File: src/design/ddwr_pkg.sv
// ----------------------------------------------------------------------------
// ddwr_pkg
// Shared types, widths, register codes and helpers for the wheel rate block.
// ----------------------------------------------------------------------------
`default_nettype none

package ddwr_pkg;

    // field widths
    localparam int VEL_W   = 32;
    localparam int RATE_W  = 32;
    localparam int TRACK_W = 24;
    localparam int DIAM_W  = 24;
    localparam int PPR_W   = 32;
    localparam int MAXR_W  = 32;
    localparam int CFG_W   = 32;
    localparam int IDX_W   = 2;
    localparam int QUO_W   = 64;

    // signed angular velocity times zero-extended track width
    localparam int TURN_W  = VEL_W + TRACK_W + 1;

    localparam int FRAC_BITS_DEF = 16;
    localparam int Q_DEPTH       = 4;

    // register indexes
    localparam logic [IDX_W-1:0] REG_TRACK = 2'd0;
    localparam logic [IDX_W-1:0] REG_DIAM  = 2'd1;
    localparam logic [IDX_W-1:0] REG_PPR   = 2'd2;
    localparam logic [IDX_W-1:0] REG_MAXR  = 2'd3;

    // reset values
    localparam logic [TRACK_W-1:0] TRACK_RST = 24'd13107;
    localparam logic [DIAM_W-1:0]  DIAM_RST  = 24'd4588;
    localparam logic [PPR_W-1:0]   PPR_RST   = 32'd13107200;
    localparam logic [MAXR_W-1:0]  MAXR_RST  = 32'd65536000;

    typedef struct packed {
        logic [TRACK_W-1:0] track_width;
        logic [DIAM_W-1:0]  wheel_diam;
        logic [PPR_W-1:0]   pulses_per_rad;
        logic [MAXR_W-1:0]  max_rate;
    } t_cfg;

    // width of the signed wheel numerator 2*v*2^F -/+ w*track
    function automatic int num_w(int frac);
        int tw;
        tw = VEL_W + frac + 1;
        return ((tw > TURN_W) ? tw : TURN_W) + 1;
    endfunction

    // sign and clamp an unsigned magnitude into the signed output range
    function automatic logic [RATE_W-1:0] sat_rate(logic neg, logic [RATE_W-1:0] mag);
        logic [RATE_W-1:0] res;
        if (neg) begin
            res = mag[RATE_W-1] ? {1'b1, {(RATE_W-1){1'b0}}} : (~mag + RATE_W'(1));
        end else begin
            res = mag[RATE_W-1] ? {1'b0, {(RATE_W-1){1'b1}}} : mag;
        end
        return res;
    endfunction

endpackage

`default_nettype wire

File: src/design/ddwr_queue.sv
// ----------------------------------------------------------------------------
// ddwr_queue
// Small register FIFO between the command front end and the rate back end.
// ----------------------------------------------------------------------------
`default_nettype none

module ddwr_queue #(
    parameter int W     = 8,
    parameter int DEPTH = ddwr_pkg::Q_DEPTH
) (
    input  wire logic         i_clk,
    input  wire logic         i_rst_n,
    input  wire logic         i_push,
    input  wire logic [W-1:0] i_data,
    output logic              o_can_push,
    output logic              o_valid,
    output logic [W-1:0]      o_data,
    input  wire logic         i_pop
);

    localparam int AW = (DEPTH > 1) ? $clog2(DEPTH) : 1;
    localparam int CW = $clog2(DEPTH + 1);

    logic [W-1:0]  r_mem [DEPTH];
    logic [AW-1:0] r_wr, n_wr;
    logic [AW-1:0] r_rd, n_rd;
    logic [CW-1:0] r_count, n_count;
    logic          w_push, w_pop;

    assign o_can_push = (r_count != CW'(DEPTH));
    assign o_valid    = (r_count != '0);
    assign o_data     = r_mem[r_rd];
    assign w_push     = i_push && o_can_push;
    assign w_pop      = i_pop && o_valid;

    // pointer and fill count update
    always_comb begin
        n_wr    = r_wr;
        n_rd    = r_rd;
        n_count = r_count;
        if (w_push) begin
            n_wr = (r_wr == AW'(DEPTH - 1)) ? '0 : r_wr + AW'(1);
        end
        if (w_pop) begin
            n_rd = (r_rd == AW'(DEPTH - 1)) ? '0 : r_rd + AW'(1);
        end
        case ({w_push, w_pop})
            2'b10:   n_count = r_count + CW'(1);
            2'b01:   n_count = r_count - CW'(1);
            default: n_count = r_count;
        endcase
    end

    always_ff @(posedge i_clk) begin
        if (!i_rst_n) begin
            r_wr    <= '0;
            r_rd    <= '0;
            r_count <= '0;
        end else begin
            r_wr    <= n_wr;
            r_rd    <= n_rd;
            r_count <= n_count;
        end
    end

    // entry storage
    always_ff @(posedge i_clk) begin
        if (w_push) begin
            r_mem[r_wr] <= i_data;
        end
    end

    // fill count never passes the depth
    a_count_bound: assert property (@(posedge i_clk) disable iff (!i_rst_n)
        r_count <= CW'(DEPTH))
        else $error("queue fill count above depth");

    // the back end only pops when an entry is present
    a_pop_nonempty: assert property (@(posedge i_clk) disable iff (!i_rst_n)
        i_pop |-> o_valid)
        else $error("pop from empty queue");

    // a lone push grows the count by one
    a_push_count: assert property (@(posedge i_clk) disable iff (!i_rst_n)
        (w_push && !w_pop) |=> (r_count == $past(r_count) + CW'(1)))
        else $error("queue count did not follow push");

endmodule

`default_nettype wire

File: config.mk
export PLATFORM = sky130hd
export DESIGN_NAME = ddwr_queue
export DESIGN_NICKNAME = d
export VERILOG_FILES = /design/src/design/ddwr_pkg.sv /design/src/design/ddwr_queue.sv
export SDC_FILE = /design/constraint.sdc
export NUM_CORES = 1
export LEC_CHECK = 0
export ABC_CLOCK_PERIOD_IN_PS = 3200
export BUFFER_PORTS_ARGS = -buffer_cell sky130_fd_sc_hd__buf_4
export CORE_UTILIZATION = 41
export DETAILED_ROUTE_END_ITERATION = 8
export GPL_TIMING_DRIVEN = 0
export HOLD_SLACK_MARGIN = 0.02
export REMOVE_ABC_BUFFERS = 1
export SYNTH_ARGS = -nofsm -noshare
export SYNTH_HDL_FRONTEND = slang
export SYNTH_SLANG_ARGS = --single-unit
File: constraint.sdc
create_clock -name i_clk -period 3.2 [get_ports i_clk]
set_clock_uncertainty 0.1 [all_clocks]
set_input_delay 0.32 -clock i_clk [delete_from_list [all_inputs] [get_ports i_clk]]
set_output_delay 0.32 -clock i_clk [all_outputs]
set_load 0.05 [all_outputs]
**Word level (Yosys, flattened, before mapping)**

Memories as Yosys holds them, arrays and structs flattened. A register that Yosys moved wholly into a read port is not among the register bits.
Index checks and enable logic that the tools add are counted.

- Flip-flop bits (word level): 7
- Latch bits: 0
- RAM bits: 32
- Bits in read-only memories: 0
- Bits of input ports: 12
- Output and inout port bits: 10
- Memories: 1

- Add/sub/neg operators: 4
- Multiply operators: 0
- Div/mod/pow operators: 0
- $lt $le $gt $ge: 0
- Equal/unequal tests: 5
- Shifts and indexed selects: 0
- Mux-type cells: 7
- Bitwise gates (word level): 0
- Reduce and logical (&&, ||, !) cells: 4

Memory list:

| name | depth | bits a word | read ports | clocked after Yosys merged registers in | write ports | RTL line | RTL |
|---|---|---|---|---|---|---|---|
| r_mem | 4 | 8 | 1 | 1 | 1 | ddwr_queue.sv:24 | `logic [W-1:0] r_mem [DEPTH];` |

Operators with widths:

| cell | number |
|---|---|
| $mux 2 | 4 |
| $eq 2x2->1 const B | 3 |
| $pmux 3 s2 | 1 |
| $add 2x1->2 const B | 2 |
| $add 3x1->3 const B | 1 |
| $ne 3x3->1 const B | 1 |
| $reduce_bool 3->1 | 1 |
| $sub 3x1->3 const B | 1 |
| $eq 2x1->1 const B | 1 |
| $logic_and 1x1->1 | 2 |
| $mux 1 | 2 |
| $reduce_bool 2->1 | 1 |

**Logic depth before layout (Yosys ltp)**

- Depth in word-level cells: 4
- Gate-level depth with buffers: 10

**Least setup slack after synthesis**

No wires, ideal clock.

- Path type: register to register
- Start point: reg r_count[2]
- End point: reg r_count[2]
- Library setup time: 70 ps
- Arrival: 2,325 ps
- Data required time: 3,030 ps
- Path slack: 705 ps
- Stages on the path, launching flop included: 11
- Path buffers: 1
- Period minus slack after synthesis: 2,495 ps
- Cell sequence: dfxtp_1 or3b_1 buf_6 and2_4 inv_1 ha_1 inv_1 fa_1 xor2_1 or3_2 a21boi_1

- Longest elaborated chain between the ends: 4

RTL lines:

| item | RTL line | RTL |
|---|---|---|
| from (decl) | ddwr_queue.sv:27 | `logic [CW-1:0] r_count, n_count;` |
| from (signal assigned) | ddwr_queue.sv:62 | `r_count <= n_count;` |
| $ne 3x3->1 * | ddwr_queue.sv:30 | `assign o_can_push = (r_count != CW'(DEPTH));` |
| named net o_can_push | ddwr_queue.sv:15 | `output logic o_can_push,` |
| $logic_and 1x1->1 * | ddwr_queue.sv:33 | `assign w_push = i_push && o_can_push;` |
| $eq 2x1->1 / $eq 2x2->1 (equally long branches) | ddwr_queue.sv:47 | `case ({w_push, w_pop})` |
| $pmux 3 s2 / $reduce_bool 2->1 (equally long branches) | n/a |  |

The timed path passes the listed nets; every way through them passes the cells marked *.
A chain may end at the register's enable or synchronous reset.

**Worst setup path after layout**

- Start point: reg r_count[2]
- End point: reg r_count[2]

- Longest elaborated chain between the ends: 4

RTL lines:

| item | RTL line |
|---|---|
| $ne 3x3->1 / $reduce_bool 3->1 (equally long branches) | ddwr_queue.sv:30, ddwr_queue.sv:31 |
| $logic_and 1x1->1 (on tied branches) | ddwr_queue.sv:33, ddwr_queue.sv:34 |
| $eq 2x1->1 / $eq 2x2->1 (equally long branches) | ddwr_queue.sv:47 |
| $pmux 3 s2 / $reduce_bool 2->1 (equally long branches) | n/a |

Parallel ways exist; a longest one is shown, timed or not.

==> metrics.csv <==
stage,metric,value,unit
final_layout,layout.cells.non_filler,171,
cts,cts-htree-levels,2,
floorplanning,floorplan.die_area,4292,um2
route,detail_route.wirelength,2626,um
route,ant_nets,0,
place,placed_cells,163,
yosys,syn_area_per_cell,16.88,um2
final_layout,multi_input_area,462.9,um2
run_status,outcome,"complete, no violations",
worst_hold_path,min-delay-path-class,primary input to flip-flop,
critical_path,timing.critical_path.arrival,2740,ps
critical_path,cp_num_buf_inv,2,
floorplanning,io-pin-count,22,
worst_hold_path,holdCritStartpoint,i_data[6],
critical_path,critPathMostFrequentCell,inv_1,
timing,min_period_over_period,0.8208,
floorplanning,fp.dieH,65.52,um
global_routing,initial_antenna_violation_count,0,
critical_path,required,3320,ps
final_layout,layout_common_cells,"32 x edfxtp_1, 21 x buf_4, 9 x dfxtp_1",
cts,clock_path_buffers,2,
final_layout,finalInstanceArea,1958,um2
yosys,synth_top_cells_by_area,"edfxtp_1 58%, dfxtp_1 11%, mux4_2 11%",
timing,setup_violations,0,
floorplanning,initial_utilization,0.4386,
critical_path,worstPathMaxFanout,7,
final_layout,syn2layout_area_growth,18.38,%
final_layout,most_common_cell_after_layout_fill_and_taps_aside,edfxtp_1,
route,drc,0,
final_layout,final_core_utilization,0.5192,
floorplanning,die_x,65.52,um
timing,timing_max_transition_violations_final,0,
power,p_leak,0.0007134,uW
cts,cts_made_buffers,5,
route,detailedRoute.firstPassIterationCount,3,
timing,worstMarginPinSlew,588.7,ps
cts,cts_root_buffer,clkbuf_8,
timing,finalWorstPathRequiredPeriod,2627,ps
worst_hold_path,whs_endpoint,r_mem[2][6]$_DFFE_PP_,
power,power.density_cell_area,859.4,nW/um2
timing,total_negative_slack,0,ps
worst_hold_path,holdPathStages,1,
final_layout,final_layout_size_suffix_gt1_frac,0.3415,
cts,holdBufCountCts,0,
cts,clk_latency,280,ps
timing,max_freq,380.7,MHz
global_routing,grtUsageTotal,0.1433,
cts,post_cts_resized,0,
critical_path,rr_worst_depth,9,
critical_path,cp_max_stage_cell,or3b_1,
timing,final.hold.worst_slack,138.9,ps
timing,setup_repair_after_global_routing_missed_its_margin,no,
yosys,ys_ff_latch,41,
global_routing,grt_first_pass_wirelength,4284,um
critical_path,worstReg2RegStart,r_count[2]$_SDFFE_PN0P_,
yosys,synth_top_cell_by_area,edfxtp_1,
critical_path,flop2flop_setup_slack,570,ps
cts,cts.repair_timing.setup_buffer_count,0,
yosys,synthDistinctLibCells,27,
floorplanning,row_count,22,
global_routing,grt_overflow_total,0,
yosys,synthesis.yosys.warnings,0,
route,drt-vias-per-instance,5.012,
global_routing,first_global_vias,912,
power,worst_supply_voltage_drop_on_vdd,0.3228,mV
place,io_buffers,21,
global_routing,grt_start_max_net_pins,14,
final_layout,antenna_cells,0,
place,half_perimeter_wire_length_after_detailed_placement,1822,um
final_layout,fin_nets,141,
cts,cts.sinks,41,
cts,clk_pin_slew_worst_paths,80,ps
yosys,area_of_the_mapped_netlist,1654,um2
run,timing.max_cap.violations,0,
yosys,ys_seq_area_frac,0.6899,
route,wl_cell,15.36,um
critical_path,crit_path_cell_trace,or3b_1 > and2_4 > inv_1 > ha_1 > inv_1 > fa_1 > xor2_1 > or3_2 > a21boi_1,
critical_path,cpPeakStageDelay,460,ps
critical_path,cpLargestDelayFamily,simple AND/OR/NAND/NOR gates,
route,first_drt_iteration_drcs,70,
final_layout,seq_area,1141,um2
final_layout,fill_cells,324,
critical_path,worstReg2RegEnd,r_count[2]$_SDFFE_PN0P_,
critical_path,critical_path.startpoint_type,flip-flop,
yosys,synth_edf_count,32,
place,gpl.final_weighted_congestion,0.6640,
timing,finalHoldViolCount,0,
route,routed-via-count,857,
critical_path,path_class,flip-flop to flip-flop,
timing,timing.slew.headroom,0.6070,
place,placed_area,1848,um2
floorplanning,core_footprint,3771,um2
yosys,synth_top_flop_cell,edfxtp_1,
critical_path,setup.worst_path.end_class,flip-flop,
yosys,fraction_of_synthesis_flops_using_an_asynchronous_set_or_reset_pin,0,
cts,cts_tree,built,
yosys,synth_top_area_share,0.5809,
yosys,gate_count_post_synth,98,
worst register-to-register path, stage by stage, from the launching register on:
cell,delay (ps)
dfxtp_1,400
or3b_1,460
and2_4,210
inv_1,60
ha_1,190
inv_1,60
fa_1,380
xor2_1,160
or3_2,410
a21boi_1,140
layout make-up:
class                           count  area share
Clock inverter                      3     0.02109
Sequential cell                    41      0.5827
Inverter                            7     0.01342
Tap cell                           48     0.03067
Clock buffer                        5     0.03514
Multi-Input combinational cell     46      0.2364
Timing Repair Buffer               21     0.08051
metal layers:
layer  vias up  wire (um)  GRT usage
met5         -          0          0
met4         0         37    0.04891
met3         5         91    0.04167
met2        14       1342     0.2474
met1       427       1154     0.1698
li1        411          -          -
cells by family after synthesis:
| kind of cell | count (synthesis) | synth area share |
|---|---|---|
| AO/OA/AOI/OAI | 7 | 0.02421 |
| XOR/XNOR | 2 | 0.01059 |
| adder cells (fa/ha/maj) | 7 | 0.05749 |
| buffers and inverters | 11 | 0.03025 |
| flip-flops | 41 | 0.6899 |
| multiplexers | 9 | 0.1150 |
| AND/OR/NAND/NOR | 21 | 0.07262 |
metrics by stage:
stage,setup slack [ps],total power [uW]
after floorplan,497.8,1140
after global placement,674.7,1286
after detailed placement,595.8,1309
after CTS,579.2,1699
after global routing,430.0,1764
final,573.3,1683
flip-flops by register name (all words and copies together) (netlist names), named ones only:
signal	cells
r_wr	2
r_rd	2
r_count	3
r_mem	32
where the power goes:
group | internal (uW) | switching (uW)
clock | 229 | 165
sequential | 651 | 70.2
combinational | 222 | 345
cell usage after synthesis, types with 2 or more instances:
| cell type | instances |
|---|---|
| and2_1 | 2 |
| nand2_1 | 6 |
| dfxtp_1 | 9 |
| mux4_2 | 8 |
| edfxtp_1 | 32 |
| nand3_1 | 2 |
| o21ai_0 | 4 |
| inv_1 | 7 |
| nor2_1 | 2 |
| and3_2 | 3 |
| ha_1 | 6 |
| or3_2 | 2 |
worst max-delay path by stage:
stage	from	end	slack (ps)	depth (start not counted)
6_report	r_count[2]$_SDFFE_PN0P_	r_count[2]$_SDFFE_PN0P_	570	9
5_1_grt	r_count[2]$_SDFFE_PN0P_	r_count[2]$_SDFFE_PN0P_	430	9
4_1_cts	r_count[2]$_SDFFE_PN0P_	r_count[2]$_SDFFE_PN0P_	580	9
3_5_place_dp	r_count[2]$_SDFFE_PN0P_	r_count[2]$_SDFFE_PN0P_	600	9
3_3_place_gp	r_count[2]$_SDFFE_PN0P_	r_count[2]$_SDFFE_PN0P_	670	9
2_1_floorplan	r_count[2]$_SDFFE_PN0P_	r_count[2]$_SDFFE_PN0P_	500	9
Power figures use the tool's default switching activity.
